===== src/hdl/uer_pkg.sv =====
`default_nettype none

package uer_pkg;

    // One counter tick as delivered on the input channel.
    typedef struct packed {
        logic start_req;
        logic echo;
    } in_item_t;

    // One result per tick.
    typedef struct packed {
        logic        trigger;
        logic        busy_res;
        logic        done_res;
        logic        no_echo;
        logic [15:0] echo_us;
        logic [15:0] distance_cm;
    } out_item_t;

    // Configuration register indexes.
    localparam logic [7:0] CFG_COUNTER_FREQ_KHZ = 8'd0;
    localparam logic [7:0] CFG_TRIGGER_TICKS    = 8'd1;
    localparam logic [7:0] CFG_TIMEOUT_TICKS    = 8'd2;
    localparam logic [7:0] CFG_TEMPERATURE_C    = 8'd3;

    // Tick counter operations.
    typedef enum logic [1:0] {
        CNT_HOLD,
        CNT_CLR,
        CNT_SET1,
        CNT_INC
    } cnt_op_t;

    // Commands from the controller to the datapath.
    typedef struct packed {
        logic    accept;
        cnt_op_t cnt_op;
        logic    push;
        logic    push_calc;
        logic    res_trig;
        logic    res_busy;
        logic    res_done;
        logic    res_err;
        logic    prod_cap;
        logic    prod_us;
        logic    div_start;
        logic    div_sel_air;
    } dp_cmd_t;

    // Status from the datapath to the controller.
    typedef struct packed {
        logic start;
        logic echo;
        logic echo_rise;
        logic tlen_le1;
        logic inc_ge_tlen;
        logic inc_ge_lim;
        logic full1;
        logic div_done;
    } dp_status_t;

endpackage

`default_nettype wire


===== src/hdl/ultrasonic_echo_ranger_core.sv =====
// Each accepted tick pushes its result into the two-slot result buffer, except the tick that
// ends a pulse, whose result is pushed after two 16-step divisions, or after only the second
// one when the microsecond value saturates and the first division is skipped.
// Throughput: one tick per cycle while the buffer's second slot is free; the ending tick
// blocks input while the shared divider runs. The two-slot result buffer takes one more tick.
// Reset (rst_n, asynchronous, active low) returns to idle and loads the default registers.
`default_nettype none

module ultrasonic_echo_ranger_core
    import uer_pkg::*;
#(
    parameter int COUNT_BITS = 16
)
(
    input  wire logic        clk,
    input  wire logic        rst_n,
    input  wire logic        in_valid,
    output logic             in_stall,
    input  wire in_item_t    in_data,
    output logic             out_valid,
    input  wire logic        out_stall,
    output out_item_t        out_data,
    input  wire logic        cfg_valid,
    output logic             cfg_ready,
    input  wire logic [7:0]  cfg_index,
    input  wire logic [15:0] cfg_data
);

    dp_cmd_t    cmd;
    dp_status_t stat;

    uer_ctrl u_ctrl (
        .clk      (clk),
        .rst_n    (rst_n),
        .in_valid (in_valid),
        .in_stall (in_stall),
        .stat     (stat),
        .cmd      (cmd)
    );

    uer_dp #(
        .COUNT_BITS (COUNT_BITS)
    ) u_dp (
        .clk       (clk),
        .rst_n     (rst_n),
        .cfg_valid (cfg_valid),
        .cfg_ready (cfg_ready),
        .cfg_index (cfg_index),
        .cfg_data  (cfg_data),
        .in_data   (in_data),
        .out_valid (out_valid),
        .out_stall (out_stall),
        .out_data  (out_data),
        .cmd       (cmd),
        .stat      (stat)
    );

endmodule

`default_nettype wire


===== src/hdl/uer_div.sv =====
`default_nettype none

// Restoring divider, one quotient bit per cycle, 16-bit quotient.
// A quotient that would not fit in 16 bits saturates to all ones.
module uer_div
    import uer_pkg::*;
#(
    parameter int DW = 26
)
(
    input  wire logic          clk,
    input  wire logic          rst_n,
    input  wire logic          start,
    input  wire logic [DW-1:0] dividend,
    input  wire logic [15:0]   divisor,
    output logic               done,
    output logic [15:0]        quot
);

    localparam int SW = (DW > 32) ? DW : 32;

    logic          run_reg;
    logic          done_reg;
    logic          sat_reg;
    logic [3:0]    cnt_reg;
    logic [15:0]   rem_reg;
    logic [15:0]   low_reg;
    logic [15:0]   div_reg;

    logic          sat;
    logic [DW-1:0] hi_part;
    logic [16:0]   trial;
    logic          bit_q;
    logic [15:0]   rem_next;

    // Saturation check: the quotient fits only if dividend < divisor * 2^16.
    assign sat     = SW'(dividend) >= SW'({divisor, 16'h0000});
    assign hi_part = dividend >> 16;

    // One restoring step.
    assign trial    = {rem_reg, low_reg[15]};
    assign bit_q    = trial >= {1'b0, div_reg};
    assign rem_next = bit_q ? 16'(trial - {1'b0, div_reg}) : trial[15:0];

    // Control state.
    always_ff @(posedge clk or negedge rst_n)
    begin
        if (!rst_n)
        begin
            run_reg  <= 1'b0;
            done_reg <= 1'b0;
            cnt_reg  <= '0;
        end
        else
        begin
            done_reg <= 1'b0;
            if (start)
            begin
                cnt_reg <= '0;
                if (sat)
                begin
                    run_reg  <= 1'b0;
                    done_reg <= 1'b1;
                end
                else
                begin
                    run_reg <= 1'b1;
                end
            end
            else if (run_reg)
            begin
                cnt_reg <= cnt_reg + 4'd1;
                if (cnt_reg == 4'd15)
                begin
                    run_reg  <= 1'b0;
                    done_reg <= 1'b1;
                end
            end
        end
    end

    // Operand and partial result registers.
    always_ff @(posedge clk)
    begin
        if (start)
        begin
            sat_reg <= sat;
            div_reg <= divisor;
            rem_reg <= hi_part[15:0];
            low_reg <= dividend[15:0];
        end
        else if (run_reg)
        begin
            rem_reg <= rem_next;
            low_reg <= {low_reg[14:0], bit_q};
        end
    end

    assign done = done_reg;
    assign quot = sat_reg ? 16'hFFFF : low_reg;

endmodule

`default_nettype wire


===== src/hdl/uer_dp.sv =====
`default_nettype none

// Datapath: configuration registers, tick counter, edge detect,
// microsecond and centimeter arithmetic, and the two-slot result buffer.
module uer_dp
    import uer_pkg::*;
#(
    parameter int COUNT_BITS = 16
)
(
    input  wire logic       clk,
    input  wire logic       rst_n,
    input  wire logic       cfg_valid,
    output logic            cfg_ready,
    input  wire logic [7:0] cfg_index,
    input  wire logic [15:0] cfg_data,
    input  wire in_item_t   in_data,
    output logic            out_valid,
    input  wire logic       out_stall,
    output out_item_t       out_data,
    input  wire dp_cmd_t    cmd,
    output dp_status_t      stat
);

    localparam int CW = (COUNT_BITS > 16) ? COUNT_BITS : 16;
    localparam int DW = CW + 10;

    localparam logic [DW-1:0] US_PER_MS     = DW'(1000);
    localparam logic [DW-1:0] CM_SCALE      = DW'(100);
    localparam logic [12:0]   AIR_BASE      = 13'd3313;
    localparam logic [12:0]   AIR_PER_DEG   = 13'd6;
    localparam logic [12:0]   DIV100_RECIP  = 13'd5243;
    localparam int            DIV100_SHIFT  = 19;
    localparam logic [9:0]    AIR_DROP      = 10'd15;
    localparam logic [CW-1:0] COUNT_MAX     = CW'({COUNT_BITS{1'b1}});

    logic [15:0]   freq_reg;
    logic [15:0]   trig_ticks_reg;
    logic [15:0]   timeout_reg;
    logic [7:0]    temp_reg;

    logic [CW-1:0] count_reg;
    logic [CW-1:0] count_next;
    logic          echo_prev_reg;

    logic [12:0]   air_a_reg;
    logic [6:0]    air_q_reg;
    logic [12:0]   air_reg;
    logic [25:0]   air_prod;

    logic [DW-1:0] prod_reg;
    logic [15:0]   us_reg;

    logic          valid0_reg;
    logic          full1_reg;
    out_item_t     out0_reg;
    out_item_t     out1_reg;
    out_item_t     push_item;
    logic          pop;

    logic [CW:0]   inc;
    logic [CW-1:0] timeout_ext;
    logic [CW-1:0] lim_sat;
    logic [CW-1:0] lim;
    logic [15:0]   tlen;
    logic [15:0]   divisor;
    logic          div_done;
    logic [15:0]   quot;

    // Configuration writes are always taken.
    assign cfg_ready = 1'b1;

    always_ff @(posedge clk or negedge rst_n)
    begin
        if (!rst_n)
        begin
            freq_reg       <= 16'd1000;
            trig_ticks_reg <= 16'd10;
            timeout_reg    <= 16'd65535;
            temp_reg       <= 8'd22;
        end
        else if (cfg_valid)
        begin
            unique case (cfg_index)
                CFG_COUNTER_FREQ_KHZ: freq_reg       <= cfg_data;
                CFG_TRIGGER_TICKS:    trig_ticks_reg <= cfg_data;
                CFG_TIMEOUT_TICKS:    timeout_reg    <= cfg_data;
                CFG_TEMPERATURE_C:    temp_reg       <= cfg_data[7:0];
                default:              ;
            endcase
        end
    end

    // Limits: the timeout is capped at the counter maximum, zero acts as one.
    assign timeout_ext = CW'(timeout_reg);
    assign lim_sat     = (timeout_ext > COUNT_MAX) ? COUNT_MAX : timeout_ext;
    assign lim         = (lim_sat == '0) ? CW'(1) : lim_sat;
    assign tlen        = (trig_ticks_reg == 16'd0) ? 16'd1 : trig_ticks_reg;
    assign inc         = {1'b0, count_reg} + (CW+1)'(1);

    // Tick counter.
    always_comb
    begin
        case (cmd.cnt_op)
            CNT_CLR:  count_next = '0;
            CNT_SET1: count_next = CW'(1);
            CNT_INC:  count_next = inc[CW-1:0];
            default:  count_next = count_reg;
        endcase
    end

    always_ff @(posedge clk or negedge rst_n)
    begin
        if (!rst_n)
        begin
            count_reg     <= '0;
            echo_prev_reg <= 1'b0;
        end
        else
        begin
            count_reg <= count_next;
            if (cmd.accept)
            begin
                echo_prev_reg <= in_data.echo;
            end
        end
    end

    // Speed of sound in dm/s, settled through air_a_reg, air_q_reg and air_reg after a temperature write.
    // The hundreds digit comes from a reciprocal multiply that is exact here.
    assign air_prod = air_a_reg * DIV100_RECIP;

    always_ff @(posedge clk)
    begin
        air_a_reg <= AIR_BASE + AIR_PER_DEG * 13'(temp_reg);
        air_q_reg <= air_prod[DIV100_SHIFT +: 7];
        air_reg   <= air_a_reg - 13'(10'(air_q_reg) * AIR_DROP);
    end

    // Product register feeding the divider.
    always_ff @(posedge clk)
    begin
        if (cmd.prod_cap)
        begin
            prod_reg <= DW'(count_reg) * US_PER_MS;
        end
        else if (cmd.prod_us)
        begin
            prod_reg <= DW'(quot) * CM_SCALE;
            us_reg   <= quot;
        end
    end

    assign divisor = cmd.div_sel_air ? {3'b000, air_reg} : freq_reg;

    uer_div #(
        .DW (DW)
    ) u_div (
        .clk      (clk),
        .rst_n    (rst_n),
        .start    (cmd.div_start),
        .dividend (prod_reg),
        .divisor  (divisor),
        .done     (div_done),
        .quot     (quot)
    );

    // Result item to be queued.
    always_comb
    begin
        if (cmd.push_calc)
        begin
            push_item.trigger     = 1'b0;
            push_item.busy_res    = 1'b0;
            push_item.done_res    = 1'b1;
            push_item.no_echo     = 1'b0;
            push_item.echo_us     = us_reg;
            push_item.distance_cm = {1'b0, quot[15:1]};
        end
        else
        begin
            push_item.trigger     = cmd.res_trig;
            push_item.busy_res    = cmd.res_busy;
            push_item.done_res    = cmd.res_done;
            push_item.no_echo     = cmd.res_err;
            push_item.echo_us     = 16'd0;
            push_item.distance_cm = 16'd0;
        end
    end

    // Two-slot result buffer; a push never meets a full second slot.
    assign pop = valid0_reg && !out_stall;

    always_ff @(posedge clk or negedge rst_n)
    begin
        if (!rst_n)
        begin
            valid0_reg <= 1'b0;
            full1_reg  <= 1'b0;
        end
        else
        begin
            if (pop && full1_reg)
            begin
                full1_reg <= 1'b0;
            end
            else if (pop && !cmd.push)
            begin
                valid0_reg <= 1'b0;
            end
            else if (!pop && cmd.push)
            begin
                if (!valid0_reg)
                begin
                    valid0_reg <= 1'b1;
                end
                else
                begin
                    full1_reg <= 1'b1;
                end
            end
        end
    end

    always_ff @(posedge clk)
    begin
        if (pop && full1_reg)
        begin
            out0_reg <= out1_reg;
        end
        else if (cmd.push && (pop || !valid0_reg))
        begin
            out0_reg <= push_item;
        end
        else if (cmd.push)
        begin
            out1_reg <= push_item;
        end
    end

    assign out_valid = valid0_reg;
    assign out_data  = out0_reg;

    // Status toward the controller.
    assign stat.start       = in_data.start_req;
    assign stat.echo        = in_data.echo;
    assign stat.echo_rise   = in_data.echo && !echo_prev_reg;
    assign stat.tlen_le1    = tlen == 16'd1;
    assign stat.inc_ge_tlen = inc >= (CW+1)'(tlen);
    assign stat.inc_ge_lim  = inc >= {1'b0, lim};
    assign stat.full1       = full1_reg;
    assign stat.div_done    = div_done;

endmodule

`default_nettype wire


===== src/hdl/uer_ctrl.sv =====
`default_nettype none

// Controller: measurement phases per tick, then the arithmetic sequence.
module uer_ctrl
    import uer_pkg::*;
(
    input  wire logic       clk,
    input  wire logic       rst_n,
    input  wire logic       in_valid,
    output logic            in_stall,
    input  wire dp_status_t stat,
    output dp_cmd_t         cmd
);

    typedef enum logic [10:0] {
        ST_IDLE  = 11'b000_0000_0001,
        ST_TRIG  = 11'b000_0000_0010,
        ST_WAIT  = 11'b000_0000_0100,
        ST_MEAS  = 11'b000_0000_1000,
        ST_MUL1  = 11'b000_0001_0000,
        ST_DIV1S = 11'b000_0010_0000,
        ST_DIV1W = 11'b000_0100_0000,
        ST_MUL2  = 11'b000_1000_0000,
        ST_DIV2S = 11'b001_0000_0000,
        ST_DIV2W = 11'b010_0000_0000,
        ST_FIN   = 11'b100_0000_0000
    } state_t;

    state_t state_reg;
    state_t state_next;
    logic   tick_state;
    logic   acc;

    // Ticks are taken only in the measurement phases and with buffer room.
    assign tick_state = (state_reg == ST_IDLE) || (state_reg == ST_TRIG) ||
                        (state_reg == ST_WAIT) || (state_reg == ST_MEAS);
    assign in_stall   = !tick_state || stat.full1;
    assign acc        = in_valid && !in_stall;

    always_comb
    begin
        cmd        = '0;
        cmd.cnt_op = CNT_HOLD;
        state_next = state_reg;
        unique case (state_reg)
            ST_IDLE:
            begin
                if (acc)
                begin
                    cmd.accept = 1'b1;
                    cmd.push   = 1'b1;
                    if (stat.start)
                    begin
                        cmd.res_trig = 1'b1;
                        cmd.res_busy = 1'b1;
                        if (stat.tlen_le1)
                        begin
                            cmd.cnt_op = CNT_CLR;
                            state_next = ST_WAIT;
                        end
                        else
                        begin
                            cmd.cnt_op = CNT_SET1;
                            state_next = ST_TRIG;
                        end
                    end
                end
            end
            ST_TRIG:
            begin
                if (acc)
                begin
                    cmd.accept   = 1'b1;
                    cmd.push     = 1'b1;
                    cmd.res_trig = 1'b1;
                    cmd.res_busy = 1'b1;
                    if (stat.inc_ge_tlen)
                    begin
                        cmd.cnt_op = CNT_CLR;
                        state_next = ST_WAIT;
                    end
                    else
                    begin
                        cmd.cnt_op = CNT_INC;
                    end
                end
            end
            ST_WAIT:
            begin
                if (acc)
                begin
                    cmd.accept = 1'b1;
                    cmd.push   = 1'b1;
                    if (stat.echo_rise)
                    begin
                        cmd.cnt_op   = CNT_CLR;
                        cmd.res_busy = 1'b1;
                        state_next   = ST_MEAS;
                    end
                    else if (stat.inc_ge_lim)
                    begin
                        cmd.cnt_op   = CNT_CLR;
                        cmd.res_done = 1'b1;
                        cmd.res_err  = 1'b1;
                        state_next   = ST_IDLE;
                    end
                    else
                    begin
                        cmd.cnt_op   = CNT_INC;
                        cmd.res_busy = 1'b1;
                    end
                end
            end
            ST_MEAS:
            begin
                if (acc)
                begin
                    cmd.accept = 1'b1;
                    if (!stat.echo)
                    begin
                        // Falling edge: the counted width goes to the arithmetic.
                        cmd.cnt_op = CNT_INC;
                        state_next = ST_MUL1;
                    end
                    else if (stat.inc_ge_lim)
                    begin
                        cmd.cnt_op   = CNT_CLR;
                        cmd.push     = 1'b1;
                        cmd.res_done = 1'b1;
                        cmd.res_err  = 1'b1;
                        state_next   = ST_IDLE;
                    end
                    else
                    begin
                        cmd.cnt_op   = CNT_INC;
                        cmd.push     = 1'b1;
                        cmd.res_busy = 1'b1;
                    end
                end
            end
            ST_MUL1:
            begin
                cmd.prod_cap = 1'b1;
                state_next   = ST_DIV1S;
            end
            ST_DIV1S:
            begin
                cmd.div_start = 1'b1;
                state_next    = ST_DIV1W;
            end
            ST_DIV1W:
            begin
                if (stat.div_done)
                begin
                    state_next = ST_MUL2;
                end
            end
            ST_MUL2:
            begin
                cmd.prod_us = 1'b1;
                state_next  = ST_DIV2S;
            end
            ST_DIV2S:
            begin
                cmd.div_start   = 1'b1;
                cmd.div_sel_air = 1'b1;
                state_next      = ST_DIV2W;
            end
            ST_DIV2W:
            begin
                cmd.div_sel_air = 1'b1;
                if (stat.div_done)
                begin
                    state_next = ST_FIN;
                end
            end
            ST_FIN:
            begin
                cmd.push      = 1'b1;
                cmd.push_calc = 1'b1;
                state_next    = ST_IDLE;
            end
            default:
            begin
                state_next = ST_IDLE;
            end
        endcase
    end

    always_ff @(posedge clk or negedge rst_n)
    begin
        if (!rst_n)
        begin
            state_reg <= ST_IDLE;
        end
        else
        begin
            state_reg <= state_next;
        end
    end

endmodule

`default_nettype wire


===== config.mk =====
export PLATFORM = sky130hd
export DESIGN_NAME = ultrasonic_echo_ranger_core
export DESIGN_NICKNAME = d
export VERILOG_FILES = /design/src/hdl/uer_pkg.sv /design/src/hdl/ultrasonic_echo_ranger_core.sv /design/src/hdl/uer_div.sv /design/src/hdl/uer_dp.sv /design/src/hdl/uer_ctrl.sv
export SDC_FILE = /design/constraint.sdc
export NUM_CORES = 1
export LEC_CHECK = 0
export ABC_AREA = 1
export BUFFER_PORTS_ARGS = -buffer_cell sky130_fd_sc_hd__buf_2
export CAP_MARGIN = 20
export CORE_AREA = 2 2 186 279
export CTS_CLUSTER_SIZE = 30
export DETAILED_ROUTE_END_ITERATION = 7
export DIE_AREA = 0 0 188 281
export MAX_ROUTING_LAYER = met4
export PLACE_DENSITY_LB_ADDON = 0.12
export SYNTH_ARGS = -nofsm -noshare
export SYNTH_HDL_FRONTEND = slang
export SYNTH_SLANG_ARGS = --single-unit

===== constraint.sdc =====
create_clock -name clk -period 5.3 [get_ports clk]
set_clock_uncertainty 0.05 [all_clocks]
set_input_delay 0.53 -clock clk [delete_from_list [all_inputs] [get_ports clk]]
set_output_delay 0.53 -clock clk [all_outputs]
set_load 0.01 [all_outputs]

* After elaboration in Yosys (flattened, before gate mapping)
Cells that the tools add are included.
Storage, ports and cells: register bits 286, output and inout bits 39
Operators by class: $add $sub $neg 5, multiply operators 5, magnitude comparators 5, equal/unequal tests 28, muxes and demuxes 77, bitwise gates (word level) 3, reduce and logical (&&, ||, !) cells 40
Operators by type and width (count):
- $mux W16 | 8
- $mux W11 | 11
- $pmux W11 S10 | 1
- $mux W36 | 3
- $mux W26 | 2
- $ge A17 B16 Y1 | 3
- $pmux W16 S3 | 1
- $ge A26 B32 Y1 | 1
- $logic_not A16 Y1 | 2
- $mul A13 B13 Y26 const B | 1
- $mux W4 | 6
- $mul A16 B7 Y23 const B | 1
- $mux W1 | 22
- $mux W2 | 11
- $mul A16 B5 Y21 const B | 1
- $mux W10 | 2
- $add A16 B1 Y17 const B | 1
- $eq A16 B1 Y1 const B | 1
- $eq A8 B2 Y1 const B | 2
- $gt A16 B16 Y1 const B | 1
- $sub A16 B16 Y16 | 1
- $mux W3 | 5
- $ne A2 B1 Y1 const B | 7
- $add A12 B11 Y13 const A | 1
- 36 further kinds | 68

* Depth between registers and ports, before layout
Gate-level depths: netlist of run 1.
depth after elaboration 14, gate-level depth with buffers 22, gate-level depth less buffers 21

* Hierarchy
Synthesis of run 1 repeated with hierarchy kept, for this count alone.
Unflattened totals: cell total of the unflattened synthesis 2903, area total of the unflattened synthesis 24043.1 um^2
By module, submodules not included:
- uer_dp | instances 1, cells each 2229, area each 19102.1 um^2, seq. area each 5844.4 um^2
- uer_div | instances 1, cells each 517, area each 3901.2 um^2, seq. area each 1561.5 um^2
- uer_ctrl | instances 1, cells each 157, area each 1039.7 um^2, seq. area each 276.5 um^2

* Worst setup path after synthesis of run 1
No wires, ideal clock.
kind register to register, start point reg u_ctrl.state_reg[0], end point reg u_dp.out0_reg, in the netlist u_dp.out_data[0] (enable), library setup time 476 ps, arrival time 3985 ps, slack 789 ps, stages on the path, launching flop included 11, buffers on the path 0, period minus slack after synthesis 4511 ps, path through dfstp_2 inv_1 nor3_1 nand2_4 nand3_2 nand3_2 inv_1 nand2_1 nand3_1 inv_1 o21ai_0
On the way: cells in the longest elaborated chain, start to end 12
Ends and longest elaborated chain:
- from (decl) | line uer_ctrl.sv:29 | state_t state_reg;
- from (signal assigned) | line uer_ctrl.sv:198 | state_reg <= state_next;
- $eq A11 B1 Y1 / $eq A11 B2 Y1 (equally long branches) | line uer_ctrl.sv:35, uer_ctrl.sv:45
- $logic_or A1 B1 Y1 (2 in a row) | line uer_ctrl.sv:35 | assign tick_state = (state_reg == ST_IDLE) || (state_reg == ST_TRIG) ||
- $logic_or A1 B1 Y1 | line uer_ctrl.sv:36 | (state_reg == ST_WAIT) || (state_reg == ST_MEAS);
- $logic_not A1 Y1 | line uer_ctrl.sv:37 | assign in_stall = !tick_state || stat.full1;
- $logic_or A1 B1 Y1 | line uer_ctrl.sv:37
- $logic_not A1 Y1 | line uer_ctrl.sv:38 | assign acc = in_valid && !in_stall;
- $logic_and A1 B1 Y1 | line uer_ctrl.sv:38
- $mux W4 (on tied branches)
- $pmux W1 S5 * | line uer_ctrl.sv:45 | unique case (state_reg)
- $logic_and A1 B1 Y1 * | line uer_dp.sv:231 | else if (cmd.push && (pop || !valid0_reg))
- $reduce_bool A2 Y1 (no source line) *
- to (signal assigned) | line uer_dp.sv:229 | out0_reg <= out1_reg;
- to (signal assigned) | line uer_dp.sv:233 | out0_reg <= push_item;
- to (decl) | line uer_dp.sv:56 | out_item_t out0_reg;
Every way passes the cells marked *; elsewhere a longest branch is shown, timed or not. A chain may end at the register's enable or synchronous reset.

* Worst setup path after layout of run 1
start point reg u_dp.count_reg[2], end point reg u_dp.prod_reg[21] (data pin)
On the way: cells in the longest elaborated chain, start to end 2
Ends and longest elaborated chain:
- from (decl) | line uer_dp.sv:42 | logic [CW-1:0] count_reg;
- from (signal assigned) | line uer_dp.sv:121 | count_reg <= count_next;
- $mul A16 B7 Y23 | line uer_dp.sv:145 | prod_reg <= DW'(count_reg) * US_PER_MS;
- $mux W26 | line uer_dp.sv:143 | if (cmd.prod_cap)
- to (signal assigned) | line uer_dp.sv:145
- to (signal assigned) | line uer_dp.sv:149 | prod_reg <= DW'(quot) * CM_SCALE;
- to (decl) | line uer_dp.sv:51 | logic [DW-1:0] prod_reg;
No other way between the ends.

==> flow_metrics.tcl, run 1 <==
set metrics [dict create \
    criticalPathCategory "reg2reg" \
    critical_path_depth 16 \
    dp_hpwl_um 45900 \
    failed_checks "negative hold slack" \
    yosys_warnings 0 \
    powerDensity_mw_per_mm2 546 \
    drt-vias-per-instance 5.05 \
    ys_ff_latch 283 \
    cts_root_buffer "clkbuf_16" \
    core_mm2 0.0504 \
    netlist_top_cells_count "nand2_1, inv_1, ha_1" \
    synth_top_area_share_pct 20.3 \
    worstPathMaxFanout 7 \
    fin_crit_sh_pct 91.7 \
    synth_flop_cell "edfxtp_1" \
    crit_path_start_kind "flip-flop" \
    htree_levels 1 \
    switchingPower_mw 6.19 \
    worst_path_most_repeated_cell "fa_1" \
    reg2reg_setup_slack_ns 0.44 \
    cts_tree "built" \
    setup_viol 0 \
    fin_nets 3103 \
    place_inst 3279 \
    grt_usage_pct 22.0 \
    io_pins 70 \
    antenna_found_initial 0 \
    synth_nets 3027 \
    clock_sinks 283 \
    die_y_um 281 \
    die_area_mm2 0.0528 \
    reg2reg_depth 16 \
    instances_no_fill 3338 \
    cts_resized 0 \
    grt_pass1_vias 17306 \
    post-route-util_pct 48.9 \
    final_layout_size_suffix_gt1_share_pct 8.24 \
    rows 101 \
    slowest_delay_ns 0.55 \
    layout_min_cycle_time_ns 4.86 \
    maxCapViolations 0 \
    clock_path_buffers 3 \
    drt-initial-drc-count 790 \
    setup.worst_path.end_class "flip-flop" \
    syn_area_mm2 0.0225 \
    p_int_mw 7.26 \
    setup_ws_ns 0.438 \
    cts_buffers 31 \
    synthesis.instances 2568 \
    seq_power_share_pct 20.8 \
    crit_chain "inv_1 -> fa_1 -> fa_1 -> fa_1 -> inv_1 -> fa_1 -> ha_1 -> a21oi_1 -> nor2_1 -> nor2_1 -> nand2_1 -> a21oi_1 -> o21bai_1 -> or2_2 -> nand3_1 -> o21ai_0" \
    timing.rr.start "u_dp.count_reg[2]" \
    postCtsHoldBufs 0 \
    cp_slowest_cell "fa_1" \
    routed_wl_um 55700 \
    drtPass1Iterations 5 \
    area_growth_pct 9.60 \
    hold_slack_ns -0.00271 \
    overflow 0 \
    drv_slew 0 \
    yosysMostFrequentCell "nand2_1" \
    grtUsageMet1_pct 23.7 \
    postCtsSetupBuffers 0 \
    worst_pin_slew_ns 0.951 \
    crit_required_ns 5.57 \
    maxSlewHeadroom_pct 36.2 \
    portBuffers 67 \
    grt_busiest_layer "met2" \
    hold_viol_final 2 \
    pre_cts_ws_ns 0.484 \
    synth_edf_count 152 \
    outcome "finished with violations" \
    fmax_ghz 0.206 \
    vias 16846 \
    pwr-share-comb_pct 62.7 \
    met2_usage_pct 41.8 \
    grt_use_met3_pct 1.89 \
    tns_ns 0 \
    initial_core_util_pct 44.6 \
    synth_async_sr_flop_share_pct 32.5 \
    synth_top_cell_by_area "edfxtp_1" \
    clk_latency_ns 0.59 \
    postRouteAntennaNets 0 \
    rsz0062_at_grt "false" \
    synth_cell_types 57 \
    cpLargestDelayFamily "adder cells" \
    antennaDiodeCount 0 \
    crit_buf_inv 2 \
    wire_per_inst_um 16.7 \
    place_congestion 0.914 \
    avgSynthCellArea_um2 8.76 \
    drc_errors 0 \
    critPathArrivalTime_ns 5.14 \
    die_x_um 188 \
    seq_area_frac_synth_pct 34.2 \
    vdd_ir_drop_max_v 0.00100 \
    min_path_type "in2async" \
    clockPowerShare_pct 16.5 \
    clk_pin_slew_ns 0.07 \
    synth_area_leaders "edfxtp_1, ha_1, fa_1" \
    grt_max_degree 59 \
    swShare_pct 46.0 \
    r2r-end "u_dp.prod_reg[21]" \
    grt_pass1_wl_um 89700 \
    p_leak_nw 12.4 \
]
[worst max path at each step]
stage,startpoint,end,slack [ns]
6_report,u_dp.count_reg[2],u_dp.prod_reg[21],0.44
3_3_place_gp,u_dp.count_reg[2],u_dp.prod_reg[21],0.57
5_1_grt,u_dp.count_reg[2],u_dp.prod_reg[21],0.13
4_1_cts,u_dp.count_reg[2],u_dp.prod_reg[21],0.45
3_5_place_dp,u_dp.count_reg[2],u_dp.prod_reg[21],0.48
2_1_floorplan,u_ctrl.state_reg[0],u_dp.out_data[0],0.79
[worst reg2reg max path: cells and delay by family (launching register included)]
family          cells  cell delay [ns]
compound gates      4             0.76
buf+inv             2             0.20
simple gates        5             0.68
flops               1             0.50
fa+ha+maj           5             2.40
[final cells by class]
cell class,count,area (um2)
Multi-Input combinational cell,1766,12800
Inverter,479,1800
Clock buffer,43,853
Fill cell,4942,25800
Timing Repair Buffer,83,470
Tap cell,669,837
Clock inverter,15,184
Sequential cell,283,7680
[layout by cell type (no fill, tap or decap), drive strengths merged, types with 3 or more instances in the layout]
master / count
nand2: 556
inv: 479
ha: 288
nor2: 177
o21ai: 159
edfxtp: 152
fa: 140
a21oi: 128
nand3: 88
buf: 83
dfrtp: 64
nand4: 47
clkbuf: 43
xor2: 42
dfxtp: 39
dfstp: 28
nor3: 23
xnor2: 22
or2: 19
o21bai: 13
o211ai: 12
nor4: 11
clkinv: 10
a21o: 8
o31ai: 6
o22ai: 4
a31oi: 3
a22o: 3
bufinv: 3
[metal layers]
| layer | vias to the layer above | share of wire [%] |
|---|---|---|
| li1 | 8481 | - |
| met1 | 8020 | 40 |
| met2 | 248 | 54 |
| met3 | 97 | 2.5 |
| met4 | 0 | 3.9 |
| met5 | - | 0 |
[metrics by stage]
stage	power [mW]	area, um2	hold WS [ns]
finish	13.5	24600	-0.00271
global route	14.9	24600	0.0413
CTS	13.6	24600	0.000404
detailed placement	11.3	23600	0.364
global placement	11.2	23600	0.367
floorplan	9.25	22500	0.184
[logic make-up after synthesis]
logic type / synth area share, %
DFF: 34.2
adders and majority gates: 28.5
and+or+nand+nor: 17.6
xor gates and xnor gates: 2.49
AOI/OAI and AO/OA: 8.37
other: 0.0334
buffers and inverters: 8.89
[power by group through the flow]
stage               registers [mW]  logic (mW)  clock network [mW]
finish                        2.80        8.43                2.22
global route                  2.82        9.74                2.36
CTS                           2.81        8.53                2.28
detailed placement            2.85        8.48                   0
global placement              2.85        8.39                   0
floorplan                     2.84        6.41                   0
No activity file was read; power rests on OpenSTA's default activity.
==> inputs of run 2 (changes only) <==
--- a/config.mk
+++ b/config.mk
@@ -6,12 +6,12 @@
 export NUM_CORES = 1
 export LEC_CHECK = 0
 export ABC_AREA = 1
-export BUFFER_PORTS_ARGS = -buffer_cell sky130_fd_sc_hd__buf_2
 export CAP_MARGIN = 20
 export CORE_AREA = 2 2 186 279
 export CTS_CLUSTER_SIZE = 30
 export DETAILED_ROUTE_END_ITERATION = 7
 export DIE_AREA = 0 0 188 281
+export DONT_BUFFER_PORTS = 1
 export MAX_ROUTING_LAYER = met4
 export PLACE_DENSITY_LB_ADDON = 0.12
 export SYNTH_ARGS = -nofsm -noshare
==> run 2 against run 1 <==
Net effect:
- the flow now finishes without violations
- global-route usage increased by 0.074 points
- critical path depth unchanged
- maximum frequency increased by 0.30%
- setup slack improved by 0.015 ns
- clock power decreased by 3%
- largest power group unchanged
==> flow_metrics.tcl, run 2 (same netlist as run 1, synthesis figures left out) <==
set metrics [dict create \
    grt_pass1_vias 17127 \
    rows 101 \
    area_growth_pct 8.13 \
    maxCapViolations 0 \
    setup.worst_path.end_class "flip-flop" \
    cts_tree "built" \
    swShare_pct 46.3 \
    routed_wl_um 55400 \
    die_x_um 188 \
    htree_levels 1 \
    worstHoldStart "cfg_data[15]" \
    worst_path_most_repeated_cell "fa_1" \
    drt-vias-per-instance 5.09 \
    drtPass1Iterations 5 \
    worstPathMaxFanout 7 \
    crit_chain "inv_1 -> fa_1 -> fa_1 -> fa_1 -> inv_1 -> fa_1 -> ha_1 -> a21oi_1 -> nor2_1 -> nor2_1 -> nand2_1 -> a21oi_1 -> o21bai_1 -> or2_2 -> nand3_1 -> o21ai_0" \
    wire_per_inst_um 16.9 \
    die_area_mm2 0.0528 \
    final_cell_mix "nand2_1, inv_1, ha_1" \
    drc_errors 0 \
    r2r-end "u_dp.prod_reg[21]" \
    seq_power_share_pct 21.5 \
    postRouteAntennaNets 0 \
    cpLargestDelayFamily "adder cells" \
    crit_required_ns 5.58 \
    initial_core_util_pct 44.6 \
    grt_usage_pct 22.1 \
    worst_pin_slew_ns 1.06 \
    whs_path_depth 2 \
    crit_path_start_kind "flip-flop" \
    core_mm2 0.0504 \
    setup_viol 0 \
    clk_pin_slew_ns 0.06 \
    maxSlewHeadroom_pct 29.4 \
    p_int_mw 7.13 \
    vdd_ir_drop_max_v 0.00110 \
    die_y_um 281 \
    fillers 4838 \
    pwr-share-comb_pct 62.3 \
    tns_ns 0 \
    outcome "finished, final reports clean" \
    cts_root_buffer "clkbuf_16" \
    antennaDiodeCount 0 \
    criticalPathCategory "reg2reg" \
    hold_slack_ns 0.0770 \
    fmax_ghz 0.206 \
    powerDensity_mw_per_mm2 546 \
    final_layout_size_suffix_gt1_share_pct 5.84 \
    cts_buffers 31 \
    reg2reg_setup_slack_ns 0.45 \
    grt_max_degree 93 \
    reg2reg_depth 16 \
    clock_path_buffers 3 \
    dp_hpwl_um 45300 \
    cts_resized 0 \
    postCtsSetupBuffers 0 \
    cp_slowest_cell "fa_1" \
    clockPowerShare_pct 16.2 \
    drv_slew 0 \
    place_congestion 0.869 \
    vias 16639 \
    drt-initial-drc-count 708 \
    final_common_cell "nand2_1" \
    fin_crit_sh_pct 91.5 \
    layout_min_cycle_time_ns 4.85 \
    overflow 0 \
    clock_sinks 283 \
    portBuffers 0 \
    crit_buf_inv 2 \
    timing.rr.start "u_dp.count_reg[2]" \
    min_to "u_dp.timeout_ext[15]" \
    clk_latency_ns 0.59 \
    hold_viol_final 0 \
    io_pins 70 \
    grt_pass1_wl_um 89700 \
    min_path_type "in2reg" \
    fin_nets 3037 \
    slowest_delay_ns 0.55 \
    critPathArrivalTime_ns 5.12 \
    rsz0062_at_grt "false" \
    switchingPower_mw 6.15 \
    antenna_found_initial 0 \
    p_leak_nw 12.1 \
]
[run 2: worst max-delay path by stage]
stage	from	slack, ns	to	cells past startpoint
6_report	u_dp.count_reg[2]	0.45	u_dp.prod_reg[21]	16
5_1_grt	u_dp.count_reg[2]	0.20	u_dp.prod_reg[21]	16
4_1_cts	u_dp.count_reg[2]	0.45	u_dp.prod_reg[21]	16
3_5_place_dp	u_dp.count_reg[2]	0.47	u_dp.prod_reg[21]	16
3_3_place_gp	u_dp.air_a_reg[2]	0.59	u_dp.air_q_reg[0]	19
2_1_floorplan	u_ctrl.state_reg[0]	0.79	u_dp.out_data[0]	10
[run 2: power by group through the flow]
stage / Sequential, mW / Combinational, mW / Clock (mW)
finish: 2.86 / 8.27 / 2.15
global route: 2.88 / 9.58 / 2.29
CTS: 2.87 / 8.41 / 2.22
detailed placement: 2.91 / 8.34 / 0
global placement: 2.91 / 8.21 / 0
floorplan: 2.84 / 6.41 / 0
[run 2: per-layer routing]
metal,track usage [%],part of all wire [%],vias up
li1,-,-,8339
met1,23.9,40,7937
met2,41.2,53,262
met3,1.85,2.5,101
met4,9.57,4.7,0
met5,-,0,-
[run 2: layout make-up]
cell class	count	area, um2	share of cell area (%)
clock buffer	39	821	3.38
clock inverter	18	166	0.684
inverter	479	1800	7.40
multi-input combinational	1766	12800	52.7
sequential	283	7680	31.6
tap	669	837	3.44
timing repair buffer	17	190	0.782
[run 2: repair_timing]
item | in CTS | in global routing
endpoints found under the hold margin | 92 | 0
hold buffers | 2 | 0
endpoints found under the setup margin | 0 | 0
[run 2: through the flow]
step,util [%],instances,cell area [um2],setup slack [ns],power [mW]
floorplan,-,2568,22500,0.789,9.25
global placement,46.1,3210,23200,0.587,11.1
detailed placement,46.1,3211,23300,0.467,11.2
CTS,48.2,3270,24300,0.450,13.5
global route,48.2,3271,24300,0.196,14.8
finish,48.2,3271,24300,0.453,13.3
